### config.mk
export PLATFORM = sky130hd
export DESIGN_NAME = priority_or_remaining_time_scheduler_flat
export DESIGN_NICKNAME = d
export VERILOG_FILES = /design/src/sv/prts_pkg.sv /design/src/sv/prts_if.sv /design/src/sv/prts_table.sv /design/src/sv/priority_or_remaining_time_scheduler.sv /design/src/flat_wrapper.sv
export SDC_FILE = /design/constraint.sdc
export NUM_CORES = 1
export LEC_CHECK = 0
export BUFFER_PORTS_ARGS = -buffer_cell sky130_fd_sc_hd__buf_2
export CORE_MARGIN = 8
export CORE_UTILIZATION = 40
export DETAILED_ROUTE_END_ITERATION = 10
export SKIP_LAST_GASP = 1
export SYNTH_ARGS = -nofsm -noshare
export SYNTH_HDL_FRONTEND = slang
export SYNTH_SLANG_ARGS = --single-unit
export TNS_END_PERCENT = 1
### constraint.sdc
create_clock -name i_clk -period 8 [get_ports i_clk]
set_clock_uncertainty 0.15 [all_clocks]
set_input_delay 0.4 -clock i_clk [delete_from_list [all_inputs] [get_ports i_clk]]
set_output_delay 0.4 -clock i_clk [all_outputs]
set_load 0.05 [all_outputs]
### src/sv/prts_pkg.sv
// prts_pkg: shared constants, types and helpers of the job scheduler
// used by the channel interfaces, the job table and the top level
`timescale 1ns / 1ps

package prts_pkg;

    localparam int SLOTS      = 16;
    localparam int SLOT_W     = $clog2(SLOTS);
    localparam int CNT_W      = $clog2(SLOTS + 1);
    localparam int SLOT_IN_W  = 4;
    localparam int BURST_W    = 16;
    localparam int PRIO_W     = 5;
    localparam int KEY_W      = 16;
    localparam int WAIT_W     = 20;
    localparam int TURN_W     = 21;
    localparam int STATUS_W   = 3;
    localparam int CFG_IDX_W  = 2;

    localparam logic [WAIT_W-1:0] WAIT_MAX = {WAIT_W{1'b1}};

    typedef enum logic [0:0] {
        CMD_ARRIVE = 1'b0,
        CMD_TICK   = 1'b1
    } t_cmd;

    typedef enum logic [STATUS_W-1:0] {
        ST_TAKEN  = 3'd0,
        ST_REJECT = 3'd1,
        ST_RAN    = 3'd2,
        ST_IDLE   = 3'd3,
        ST_DONE   = 3'd4
    } t_status;

    typedef enum logic [CFG_IDX_W-1:0] {
        CFG_PREEMPT = 2'd0,
        CFG_ORDER   = 2'd1
    } t_cfg_idx;

    // one job slot as held in the table
    typedef struct packed {
        logic [BURST_W-1:0] remaining;
        logic [BURST_W-1:0] burst;
        logic [PRIO_W-1:0]  prio;
        logic [WAIT_W-1:0]  waited;
    } t_entry;

    // table access for one cycle: one write port, one read port
    typedef struct packed {
        logic              we;
        logic [SLOT_W-1:0] waddr;
        t_entry            wdata;
        logic [SLOT_W-1:0] raddr;
    } t_tbl_req;

    function automatic logic [KEY_W-1:0] key_of(input t_entry e, input logic by_remaining);
        logic [KEY_W-1:0] k;
        k = by_remaining ? e.remaining : KEY_W'(e.prio);
        return k;
    endfunction

endpackage

### src/sv/prts_if.sv
// prts_if: valid/ready channels of the job scheduler
// job input, result output and configuration write; uses prts_pkg widths
`timescale 1ns / 1ps

interface prts_job_if;
    logic                           valid;
    logic                           ready;
    logic                           cmd;
    logic [prts_pkg::SLOT_IN_W-1:0] slot;
    logic [prts_pkg::BURST_W-1:0]   burst;
    logic [prts_pkg::PRIO_W-1:0]    prio;

    modport source (output valid, cmd, slot, burst, prio, input ready);
    modport sink   (input valid, cmd, slot, burst, prio, output ready);
endinterface

interface prts_res_if;
    logic                           valid;
    logic                           ready;
    logic [prts_pkg::STATUS_W-1:0]  status;
    logic [prts_pkg::SLOT_IN_W-1:0] job_slot;
    logic [prts_pkg::WAIT_W-1:0]    wait_ticks;
    logic [prts_pkg::TURN_W-1:0]    turnaround;

    modport source (output valid, status, job_slot, wait_ticks, turnaround, input ready);
    modport sink   (input valid, status, job_slot, wait_ticks, turnaround, output ready);
endinterface

interface prts_cfg_if;
    logic                           valid;
    logic                           ready;
    logic [prts_pkg::CFG_IDX_W-1:0] index;
    logic                           data;

    modport source (output valid, index, data, input ready);
    modport sink   (input valid, index, data, output ready);
endinterface

### src/sv/prts_table.sv
// prts_table: job slot table, one write port and one registered read port
// depends on prts_pkg for the entry and request types
`timescale 1ns / 1ps

module prts_table (
    input  logic               i_clk,
    input  prts_pkg::t_tbl_req i_req,
    output prts_pkg::t_entry   o_rd
);
    import prts_pkg::*;

    t_entry r_mem [SLOTS];
    t_entry r_rd;

    always_ff @(posedge i_clk) begin
        if (i_req.we) begin
            r_mem[i_req.waddr] <= i_req.wdata;
        end
        r_rd <= r_mem[i_req.raddr];
    end

    assign o_rd = r_rd;

endmodule

### src/sv/priority_or_remaining_time_scheduler.sv
// priority_or_remaining_time_scheduler: tick-driven preemptive priority / srtf scheduler
// depends on prts_pkg, prts_if (channels) and prts_table (slot storage)
//
//   channel   dir   payload                                      purpose
//   i_job     in    cmd, slot, burst, prio                       arrival or tick
//   o_res     out   status, job_slot, wait_ticks, turnaround     one result per item
//   i_cfg     in    index, data                                  register write
//
// an arrival has its result registered as it is taken; a tick makes one pass over the
// table to find the smallest key and, if a slot is valid, one pass to update
// remaining and waiting times, both through the single table read port.
// i_job.ready is high only while the sequencer is idle, from the cycle after a result
// is registered; a result held in the output register stalls the result step.
// reset is synchronous: no slot valid, no running job, preemptive=1, order=0.
// configuration writes are always taken.
`timescale 1ns / 1ps

module priority_or_remaining_time_scheduler (
    input  logic       i_clk,
    input  logic       i_rst_n,
    prts_job_if.sink   i_job,
    prts_res_if.source o_res,
    prts_cfg_if.sink   i_cfg
);
    import prts_pkg::*;

    typedef enum logic [4:0] {
        S_IDLE   = 5'b00001,
        S_SCAN   = 5'b00010,
        S_DECIDE = 5'b00100,
        S_UPDATE = 5'b01000,
        S_RESULT = 5'b10000
    } t_state;

    t_state               r_state, n_state;
    logic [CNT_W-1:0]     r_cnt, n_cnt;
    logic                 r_rd_v, n_rd_v;
    logic [SLOT_W-1:0]    r_rd_idx, n_rd_idx;
    logic [SLOTS-1:0]     r_slot_valid, n_slot_valid;
    logic [SLOT_W-1:0]    r_run_slot, n_run_slot;
    logic                 r_run_v, n_run_v;
    logic                 r_preempt, n_preempt;
    logic                 r_order, n_order;
    logic                 r_found, n_found;
    logic [SLOT_W-1:0]    r_best, n_best;
    logic [KEY_W-1:0]     r_best_key, n_best_key;
    logic [KEY_W-1:0]     r_run_key, n_run_key;
    logic [SLOT_W-1:0]    r_pick, n_pick;
    t_status              r_res_status, n_res_status;
    logic [SLOT_IN_W-1:0] r_res_slot, n_res_slot;
    logic [WAIT_W-1:0]    r_res_wait, n_res_wait;
    logic [TURN_W-1:0]    r_res_turn, n_res_turn;
    logic                 r_out_v, n_out_v;
    t_status              r_out_status, n_out_status;
    logic [SLOT_IN_W-1:0] r_out_slot, n_out_slot;
    logic [WAIT_W-1:0]    r_out_wait, n_out_wait;
    logic [TURN_W-1:0]    r_out_turn, n_out_turn;

    t_tbl_req         tbl_req;
    t_entry           rd;
    logic             job_acc;
    logic             issuing;
    logic [SLOT_W-1:0] in_idx;
    logic             in_reject;
    logic [KEY_W-1:0] rd_key;
    logic             keep_run;
    logic             last_rd;
    logic             out_load;
    logic [BURST_W-1:0] rem_dec;

    prts_table u_table (
        .i_clk (i_clk),
        .i_req (tbl_req),
        .o_rd  (rd)
    );

    assign i_job.ready = (r_state == S_IDLE);
    assign i_cfg.ready = 1'b1;
    assign job_acc     = i_job.valid && i_job.ready;

    assign in_idx    = SLOT_W'(i_job.slot);
    assign in_reject = (i_job.burst == '0) || !(int'(i_job.slot) < SLOTS)
                       || r_slot_valid[in_idx];

    assign issuing = ((r_state == S_SCAN) || (r_state == S_UPDATE))
                     && (r_cnt < CNT_W'(SLOTS));
    assign last_rd = r_rd_v && (r_rd_idx == SLOT_W'(SLOTS - 1));
    assign rd_key  = key_of(rd, r_order);
    assign rem_dec = rd.remaining - 1'b1;

    assign keep_run = r_run_v && r_slot_valid[r_run_slot]
                      && (!r_preempt || !(r_best_key < r_run_key));

    assign out_load = (r_state == S_RESULT) && (!r_out_v || o_res.ready);

    always_comb begin
        n_state      = r_state;
        n_cnt        = r_cnt;
        n_rd_v       = issuing;
        n_rd_idx     = r_cnt[SLOT_W-1:0];
        n_slot_valid = r_slot_valid;
        n_run_slot   = r_run_slot;
        n_run_v      = r_run_v;
        n_preempt    = r_preempt;
        n_order      = r_order;
        n_found      = r_found;
        n_best       = r_best;
        n_best_key   = r_best_key;
        n_run_key    = r_run_key;
        n_pick       = r_pick;
        n_res_status = r_res_status;
        n_res_slot   = r_res_slot;
        n_res_wait   = r_res_wait;
        n_res_turn   = r_res_turn;
        n_out_v      = r_out_v;
        n_out_status = r_out_status;
        n_out_slot   = r_out_slot;
        n_out_wait   = r_out_wait;
        n_out_turn   = r_out_turn;

        tbl_req       = '0;
        tbl_req.raddr = r_cnt[SLOT_W-1:0];

        if (issuing) begin
            n_cnt = r_cnt + 1'b1;
        end

        if (i_cfg.valid && i_cfg.ready) begin
            unique case (i_cfg.index)
                CFG_PREEMPT: n_preempt = i_cfg.data;
                CFG_ORDER:   n_order   = i_cfg.data;
                default:     ;
            endcase
        end

        unique case (r_state)
            S_IDLE: begin
                if (job_acc) begin
                    n_res_slot = i_job.slot;
                    n_res_wait = '0;
                    n_res_turn = '0;
                    n_state    = S_RESULT;
                    if (i_job.cmd == CMD_TICK) begin
                        n_state = S_SCAN;
                        n_cnt   = '0;
                        n_found = 1'b0;
                    end else if (in_reject) begin
                        n_res_status = ST_REJECT;
                    end else begin
                        n_res_status            = ST_TAKEN;
                        n_slot_valid[in_idx]    = 1'b1;
                        tbl_req.we              = 1'b1;
                        tbl_req.waddr           = in_idx;
                        tbl_req.wdata.remaining = i_job.burst;
                        tbl_req.wdata.burst     = i_job.burst;
                        tbl_req.wdata.prio      = i_job.prio;
                        tbl_req.wdata.waited    = '0;
                    end
                end
            end
            S_SCAN: begin
                if (r_rd_v && r_slot_valid[r_rd_idx]) begin
                    // strict compare keeps the lowest slot on equal keys
                    if (!r_found || (rd_key < r_best_key)) begin
                        n_found    = 1'b1;
                        n_best     = r_rd_idx;
                        n_best_key = rd_key;
                    end
                    if (r_rd_idx == r_run_slot) begin
                        n_run_key = rd_key;
                    end
                end
                if (last_rd) begin
                    n_state = S_DECIDE;
                end
            end
            S_DECIDE: begin
                if (!r_found) begin
                    n_run_v      = 1'b0;
                    n_res_status = ST_IDLE;
                    n_res_slot   = '0;
                    n_res_wait   = '0;
                    n_res_turn   = '0;
                    n_state      = S_RESULT;
                end else begin
                    n_pick  = keep_run ? r_run_slot : r_best;
                    n_cnt   = '0;
                    n_state = S_UPDATE;
                end
            end
            S_UPDATE: begin
                if (r_rd_v && r_slot_valid[r_rd_idx]) begin
                    tbl_req.we    = 1'b1;
                    tbl_req.waddr = r_rd_idx;
                    tbl_req.wdata = rd;
                    if (r_rd_idx == r_pick) begin
                        tbl_req.wdata.remaining = rem_dec;
                        n_res_slot = SLOT_IN_W'(r_pick);
                        if (rem_dec == '0) begin
                            n_slot_valid[r_rd_idx] = 1'b0;
                            n_run_v      = 1'b0;
                            n_run_slot   = '0;
                            n_res_status = ST_DONE;
                            n_res_wait   = rd.waited;
                            n_res_turn   = TURN_W'(rd.burst) + TURN_W'(rd.waited);
                        end else begin
                            n_run_v      = 1'b1;
                            n_run_slot   = r_pick;
                            n_res_status = ST_RAN;
                            n_res_wait   = '0;
                            n_res_turn   = '0;
                        end
                    end else if (rd.waited != WAIT_MAX) begin
                        tbl_req.wdata.waited = rd.waited + 1'b1;
                    end
                end
                if (last_rd) begin
                    n_state = S_RESULT;
                end
            end
            S_RESULT: begin
                if (out_load) begin
                    n_state = S_IDLE;
                end
            end
            default: n_state = S_IDLE;
        endcase

        if (out_load) begin
            n_out_v      = 1'b1;
            n_out_status = r_res_status;
            n_out_slot   = r_res_slot;
            n_out_wait   = r_res_wait;
            n_out_turn   = r_res_turn;
        end else if (r_out_v && o_res.ready) begin
            n_out_v = 1'b0;
        end
    end

    // control state
    always_ff @(posedge i_clk) begin
        if (!i_rst_n) begin
            r_state      <= S_IDLE;
            r_cnt        <= '0;
            r_rd_v       <= 1'b0;
            r_slot_valid <= '0;
            r_run_slot   <= '0;
            r_run_v      <= 1'b0;
            r_preempt    <= 1'b1;
            r_order      <= 1'b0;
            r_found      <= 1'b0;
            r_out_v      <= 1'b0;
        end else begin
            r_state      <= n_state;
            r_cnt        <= n_cnt;
            r_rd_v       <= n_rd_v;
            r_slot_valid <= n_slot_valid;
            r_run_slot   <= n_run_slot;
            r_run_v      <= n_run_v;
            r_preempt    <= n_preempt;
            r_order      <= n_order;
            r_found      <= n_found;
            r_out_v      <= n_out_v;
        end
    end

    // payload
    always_ff @(posedge i_clk) begin
        r_rd_idx     <= n_rd_idx;
        r_best       <= n_best;
        r_best_key   <= n_best_key;
        r_run_key    <= n_run_key;
        r_pick       <= n_pick;
        r_res_status <= n_res_status;
        r_res_slot   <= n_res_slot;
        r_res_wait   <= n_res_wait;
        r_res_turn   <= n_res_turn;
        r_out_status <= n_out_status;
        r_out_slot   <= n_out_slot;
        r_out_wait   <= n_out_wait;
        r_out_turn   <= n_out_turn;
    end

    assign o_res.valid      = r_out_v;
    assign o_res.status     = r_out_status;
    assign o_res.job_slot   = r_out_slot;
    assign o_res.wait_ticks = r_out_wait;
    assign o_res.turnaround = r_out_turn;

    a_out_from_result: assert property (@(posedge i_clk) disable iff (!i_rst_n)
        $rose(o_res.valid) |-> $past(r_state == S_RESULT))
        else $error("result valid rose outside the result step");

    a_running_is_live: assert property (@(posedge i_clk) disable iff (!i_rst_n)
        r_run_v |-> r_slot_valid[r_run_slot])
        else $error("running job points at a free slot");

    a_slot_fill_by_arrival: assert property (@(posedge i_clk) disable iff (!i_rst_n)
        ($countones(r_slot_valid) > $countones($past(r_slot_valid)))
        |-> $past(job_acc && (i_job.cmd == CMD_ARRIVE)))
        else $error("slot filled without an arrival transaction");

    a_scan_to_decide: assert property (@(posedge i_clk) disable iff (!i_rst_n)
        (r_state == S_SCAN) |=> (r_state == S_SCAN) || (r_state == S_DECIDE))
        else $error("scan pass left early");

endmodule

### src/flat_wrapper.sv
// flat-port wrapper written by rule: the top's interface ports become plain ports
module priority_or_remaining_time_scheduler_flat import prts_pkg::*;
  (i_clk, i_rst_n, i_job_valid, i_job_cmd, i_job_slot, i_job_burst, i_job_prio, i_job_ready, o_res_valid, o_res_status, o_res_job_slot, o_res_wait_ticks, o_res_turnaround, o_res_ready, i_cfg_valid, i_cfg_index, i_cfg_data, i_cfg_ready);
  prts_job_if i_job_i ();
  prts_res_if o_res_i ();
  prts_cfg_if i_cfg_i ();
  input  logic i_clk;
  input  logic i_rst_n;
  input wire logic [$bits(i_job_i.valid)-1:0] i_job_valid;
  input wire logic [$bits(i_job_i.cmd)-1:0] i_job_cmd;
  input wire logic [$bits(i_job_i.slot)-1:0] i_job_slot;
  input wire logic [$bits(i_job_i.burst)-1:0] i_job_burst;
  input wire logic [$bits(i_job_i.prio)-1:0] i_job_prio;
  output wire logic [$bits(i_job_i.ready)-1:0] i_job_ready;
  output wire logic [$bits(o_res_i.valid)-1:0] o_res_valid;
  output wire logic [$bits(o_res_i.status)-1:0] o_res_status;
  output wire logic [$bits(o_res_i.job_slot)-1:0] o_res_job_slot;
  output wire logic [$bits(o_res_i.wait_ticks)-1:0] o_res_wait_ticks;
  output wire logic [$bits(o_res_i.turnaround)-1:0] o_res_turnaround;
  input wire logic [$bits(o_res_i.ready)-1:0] o_res_ready;
  input wire logic [$bits(i_cfg_i.valid)-1:0] i_cfg_valid;
  input wire logic [$bits(i_cfg_i.index)-1:0] i_cfg_index;
  input wire logic [$bits(i_cfg_i.data)-1:0] i_cfg_data;
  output wire logic [$bits(i_cfg_i.ready)-1:0] i_cfg_ready;
  assign i_job_i.valid = i_job_valid;
  assign i_job_i.cmd = i_job_cmd;
  assign i_job_i.slot = i_job_slot;
  assign i_job_i.burst = i_job_burst;
  assign i_job_i.prio = i_job_prio;
  assign i_job_ready = i_job_i.ready;
  assign o_res_valid = o_res_i.valid;
  assign o_res_status = o_res_i.status;
  assign o_res_job_slot = o_res_i.job_slot;
  assign o_res_wait_ticks = o_res_i.wait_ticks;
  assign o_res_turnaround = o_res_i.turnaround;
  assign o_res_i.ready = o_res_ready;
  assign i_cfg_i.valid = i_cfg_valid;
  assign i_cfg_i.index = i_cfg_index;
  assign i_cfg_i.data = i_cfg_data;
  assign i_cfg_ready = i_cfg_i.ready;
  priority_or_remaining_time_scheduler u_core (.i_clk(i_clk), .i_rst_n(i_rst_n), .i_job(i_job_i), .o_res(o_res_i), .i_cfg(i_cfg_i));
endmodule
==> impl_metrics.yaml, run 1 <==
floorplan:
  die_h_um: 350.8
  start_util: 0.4007
  die_w_um: 350.8
  dieArea_mm2: 0.1230
  num_rows: 123
  num_io_pins: 85
  core_mm2: 0.1119
worst_setup_path:
  critical_path_required_ns: 8.15
  crit_type: "flip-flop to flip-flop"
  end_kind: "flip-flop"
  worst-path-max-fanout: 39
  start_kind: "flip-flop"
  critPathArrivalTime_ns: 5.57
clock_network:
  cts_setup_buffers: 0
  cts.sinks: 1145
  clk_pin_slew_worst_paths_ns: 0.06
  h-tree-depth: 3
  root_buffer: "clkbuf_16"
  insertion_delay_ns: 0.69
  clock_path_buffers: 3
  numCtsBuffers: 110
  cts_tree: "yes"
  cts-resized-gates: 0
  postCtsHoldBufs: 12
global_route:
  grt.met3_usage: 0.02630
  grtUsageMet1: 0.2409
  grtUsageMet2: 0.2744
  grt_busiest_layer: "met2"
  antenna_found_initial: 2
  first_global_vias: 22850
  grt_pass1_wl_um: 155300
  grt_usage: 0.1694
  grt.overflow.total: 0
  grt_start_max_net_pins: 159
finish:
  drive_gt1_frac: 0.2588
  syn_to_final_growth_pct: 13.88
  mostFrequentLayoutCells: "edfxtp_1, mux4_2, clkbuf_16, dfxtp_1, nor2_1"
  ff_latch_area_mm2: 0.03343
  multi_input_area_mm2: 0.01098
  final_common_cell: "edfxtp_1"
  fillerInstances: 9310
  nets: 2471
timing:
  fin_tns_setup_ns: 0
  drv_slew: 0
  fin_crit_sh: 0.6778
  finalHoldViolCount: 0
  rsz0062_at_grt: "no"
  timing.slew.headroom: 0.1812
  setup_violations: 0
  setup_slack_ns: 2.578
  worst_slew_pin_slew_ns: 1.228
  period_minus_slack_ns: 5.422
  max_freq_mhz: 184.4
power_and_ir_drop:
  p_per_area_mw_per_mm2: 243.1
  ir_worst_vdd_uv: 164.2
  power.leakage_uw: 0.01695
synthesis:
  synthCells: 2233
  ys_seq_area_frac: 0.7453
  ys_ff_latch: 1145
  synth_cell_type_count: 63
  synth_edf_count: 1048
  netlist_area_mm2: 0.04483
  avgSynthCellArea_um2: 20.08
  syn-num-nets: 2318
  synth_flop_cell: "edfxtp_1"
  ys_warn_count: 0
  synth_async_sr_flop_share: 0
route:
  drtIter0Drc: 2000
  vias_per_cell: 5.568
  firstDrtPassIters: 5
  remaining_drc_errors: 0
  routedWlPerCell_um: 26.39
  finalWirelength_um: 105100
  via_count: 22190
  postRouteAntennaNets: 0
run_status:
  status: "finished, final reports clean"
place:
  dp_hpwl_um: 61230
  io_buffers: 83
  routabilityCongestion: 0.8370
  dp_slack_ns: 2.599
run:
  cap_violations: 0
worst_hold_path:
  holdCritPathClass: "input pin to flip-flop"
-- registers in the layout, summed over array words and instances (netlist names), 16 cells and up --
register and flops:
u_core.u_table.r_mem 912, u_core.r_res_turn 21, u_core.r_slot_valid 16, u_core.o_res.wait_ticks 20, u_core.u_table.o_rd 57, u_core.r_best_key 16, u_core.o_res.turnaround 21, u_core.r_res_wait 20
u_core.r_run_key 16
-- Yosys cell counts (3+ instances only) --
master    instances  area (um2)
edfxtp_1       1048       31470
mux4_2          297        6689
nor2_1          104       390.4
dfxtp_1          97        1942
nand2_1          84       315.3
clkbuf_1         71       266.5
inv_1            52       195.2
ha_1             50       625.6
a21oi_1          41       205.2
o21ai_0          32       160.2
and3_1           31       193.9
xor2_1           29       254.0
xnor2_1          27       236.5
buf_1            21       78.83
nor3_1           21       105.1
and2_1           20       125.1
nand3_1          20       100.1
a211oi_1         18       135.1
nand4_1          17       106.4
a21o_1           12       90.09
a22o_1           11       96.34
mux2_2           10       112.6
a32oi_1           9       78.83
buf_2             9       45.04
a31oi_1           7       43.79
nand2b_1          7       43.79
nor2b_1           7       43.79
o21a_1            7       52.55
nor4_1            6       37.54
mux2i_1           5       50.05
nand3b_1          5       37.54
a22oi_1           4       30.03
a32o_1            4       40.04
and4_1            4       35.03
o211ai_1          3       22.52
o21bai_1          3       22.52
or2_2             3       18.77
-- final timing paths --
kind / cells past startpoint / to / from / slack (ns)
worst min-delay path: 2 / u_core.r_res_slot[0] / i_job_slot[0] / 0.09
worst min register to register: 0 / u_core.o_res.turnaround[11] / u_core.r_res_turn[11] / 0.26
worst max register to register: 7 / u_core.u_table.r_mem[3][10] / u_core.r_rd_idx[3] / 2.58
worst max-delay path: 7 / u_core.u_table.r_mem[3][10] / u_core.r_rd_idx[3] / 2.58
-- final cells by class --
type                    instances  share of cell area
diodes                          4           0.0001961
well taps                    1500             0.03676
clock buffers                 140             0.05808
multi-input cells             934              0.2151
inverters                      52            0.003823
repair buffers                143             0.01828
clock inverters                67             0.01296
flip-flops and latches       1145              0.6548
-- critical path, stage by stage (launching register included) --
cell	delay [ns]
dfxtp_1	0.76
mux4_2	0.40
mux2_2	0.28
a32oi_1	0.47
or2_2	0.91
o22ai_1	0.48
nor2_4	0.84
buf_4	0.69
-- power breakdown --
| part | internal [uW] | leakage [uW] | switching (uW) |
|---|---|---|---|
| registers | 6670 | 0.0110 | 81.8 |
| clock network | 2960 | 0.00178 | 2200 |
| logic | 168 | 0.00421 | 334 |
-- logic make-up after synthesis --
logic type                 Yosys count  synth area share
DFF                               1145            0.7453
and+or+nand+nor                    340           0.03673
muxes                              312            0.1528
AOI/OAI and AO/OA                  174           0.02646
buffers and inverters              154           0.01323
xor gates and xnor gates            56           0.01094
adders and majority gates           51           0.01440
other                                1        0.00008365
-- per-stage QoR --
step	instances	area [um2]	utilization	power, uW	hold WS, ns
after floorplan	2233	44830	-	7166	0.1790
after global placement	3762	47300	0.4227	7361	0.2560
after detailed placement	3762	47300	0.4227	7379	0.2545
after CTS	3981	51040	0.4562	12530	0.04627
after global routing	3981	51040	0.4562	12780	0.1016
final	3985	51050	0.4563	12410	0.09443
-- metal layers --
metal  vias up  routed length [um]
met5         -                   0
met4         0                2145
met2       864               50370
met3       158                7157
met1     11710               45470
li1       9452                   -
No activity file was read; power rests on OpenSTA's default activity.
==> run 2, diff against run 1 <==
- clock period: 8 -> 4.4 ns (I/O delays scaled with it)
==> run 2 against run 1 <==
Compared with the run above: maximum frequency rose by 41%; global-route usage rose by 0.29 points; die area did not move; critical path type unchanged; final cell count rose by 1.5%; largest cell class unchanged; setup slack got worse by 2.0 ns; register-to-register slack got worse by 2.0 ns; non-clock buffer count rose by 56; critical endpoint is now u_core.u_table.r_mem[8][53].
==> impl_metrics.yaml, run 2 (synthesis gave the netlist of run 1 again) <==
finish:
  diodes: 0
  final_core_util: 0.4649
  drive_gt1_frac: 0.2722
  regMostFlops: "u_core.u_table.r_mem"
  nets: 2530
  fillerInstances: 9246
  mostFrequentLayoutCells: "edfxtp_1, mux4_2, clkbuf_16, dfxtp_1, nor2_1"
  final_common_cell: "edfxtp_1"
  ff_latch_area_mm2: 0.03343
  final_area_mm2: 0.05201
  multi_input_area_mm2: 0.01099
  largest_reg_flops: 912
  syn_to_final_growth_pct: 16.02
clock_network:
  cts.sinks: 1145
  cts-resized-gates: 0
  clock_path_buffers: 3
  numCtsBuffers: 113
  cts_setup_buffers: 0
  postCtsHoldBufs: 14
  cts_tree: "yes"
  insertion_delay_ns: 0.70
  root_buffer: "clkbuf_16"
  clk_pin_slew_worst_paths_ns: 0.06
  h-tree-depth: 3
timing:
  setup_slack_ns: 0.5489
  period_minus_slack_ns: 3.851
  fin_tns_setup_ns: 0
  drv_slew: 0
  setup_violations: 0
  hold-worst-slack_ns: 0.04241
  finalHoldViolCount: 0
  timing.slew.headroom: 0.3148
  worst_slew_pin_slew_ns: 1.028
  rsz0062_at_grt: "no"
  fin_crit_sh: 0.8753
  max_freq_mhz: 259.7
worst_setup_path:
  critPathArrivalTime_ns: 4.04
  r2r_end: "u_core.u_table.r_mem[8][53]"
  r2r_start: "u_core.r_rd_idx[3]"
  crit_type: "flip-flop to flip-flop"
  worstRegToRegCells: 7
  cp-endpoint: "u_core.u_table.r_mem[8][53]"
  critPathLaunch: "u_core.r_rd_idx[3]"
  worst-path-max-fanout: 16
  critical_path_required_ns: 4.59
  end_kind: "flip-flop"
  critical-path-max-stage-delay_ns: 0.76
  cp_slowest_cell: "dfxtp_1"
  rrSetupSlack_ns: 0.55
  path_cells: "xor2_1 -> nor4_4 -> nand3_1 -> or4_1 -> nor3_1 -> xnor2_1 -> o21ai_1"
  start_kind: "flip-flop"
floorplan:
  num_rows: 123
  die_w_um: 350.8
  num_io_pins: 85
  core_mm2: 0.1119
  dieArea_mm2: 0.1230
  die_h_um: 350.8
  start_util: 0.4007
run:
  cap_violations: 0
global_route:
  grt_usage: 0.1722
  grt.overflow.total: 0
  grt_pass1_wl_um: 156700
  antenna_found_initial: 8
  grt_start_max_net_pins: 58
  first_global_vias: 23130
power_and_ir_drop:
  comb_power_share: 0.042
  power.leakage_uw: 0.01737
  p_per_area_mw_per_mm2: 438.5
  pwr-share-clk: 0.419
  ir_worst_vdd_uv: 293.1
  seq_power_share: 0.539
  p_int_uw: 18010
  netSwitchingPower_uw: 4799
  swShare: 0.2104
route:
  routedWlPerCell_um: 26.48
  drtIter0Drc: 2164
  firstDrtPassIters: 5
  remaining_drc_errors: 0
  finalWirelength_um: 107100
  vias_per_cell: 5.583
  via_count: 22590
  postRouteAntennaNets: 0
place:
  dp_slack_ns: 0.5878
  dp_hpwl_um: 64530
  io_buffers: 83
  place_area_mm2: 0.04814
  routabilityCongestion: 0.8554
run_status:
  status: "finished, final reports clean"
worst_hold_path:
  holdCritPathClass: "input pin to flip-flop"
[run 2: layer usage]
layer,up-vias,GRT usage,part of all wire
li1,9579,-,-
met1,11940,0.2437,0.42
met2,919,0.2702,0.47
met3,146,0.04045,0.087
met4,2,0.04378,0.020
met5,-,0.002354,0.00036
[run 2: how the worst min path moves through the flow]
| stage | to | slack, ns | cells past startpoint | start |
|---|---|---|---|---|
| 4_1_cts | u_core.u_table.r_mem[9][26] | 0.0006 | 4 | i_job_burst[1] |
| 2_1_floorplan | u_core.r_rd_idx[3] | 0.18 | 0 | u_core.r_cnt[3] |
| 3_5_place_dp | u_core.o_res.wait_ticks[14] | 0.25 | 0 | u_core.r_res_wait[14] |
| 6_report | u_core.u_table.r_mem[9][26] | 0.04 | 4 | i_job_burst[1] |
| 3_3_place_gp | u_core.o_res.wait_ticks[10] | 0.26 | 0 | u_core.r_res_wait[10] |
| 5_1_grt | u_core.u_table.r_mem[9][26] | 0.02 | 4 | i_job_burst[1] |
[run 2: power groups by stage]
stage          Combinational [uW]  Sequential [uW]  Clock (uW)
6_report                      952            12300        9570
5_1_grt                      1030            12300       10200
4_1_cts                       958            12300        9760
3_5_place_dp                  941            12500           0
3_3_place_gp                  915            12500           0
2_1_floorplan                 552            12500           0
[run 2: final cells by class]
class	instances	area share
Inverter	52	0.003753
Multi-Input combinational cell	934	0.2113
Tap cell	1500	0.03608
Sequential cell	1145	0.6427
Clock inverter	69	0.01224
Timing Repair Buffer	199	0.03454
Clock buffer	147	0.05942
[run 2: stage by stage]
stage / instances / power, uW
floorplan: 2233 / 13020
global placement: 3816 / 13420
detailed placement: 3816 / 13450
CTS: 4046 / 23000
global route: 4046 / 23500
finish: 4046 / 22810
[run 2: critical path: cells and delay by family (launching register included)]
kind | cells | cell delay (ns)
XOR/XNOR | 2 | 0.33
AO/OA/AOI/OAI | 1 | 0.74
flip-flops | 1 | 0.76
AND/OR/NAND/NOR | 4 | 1.51
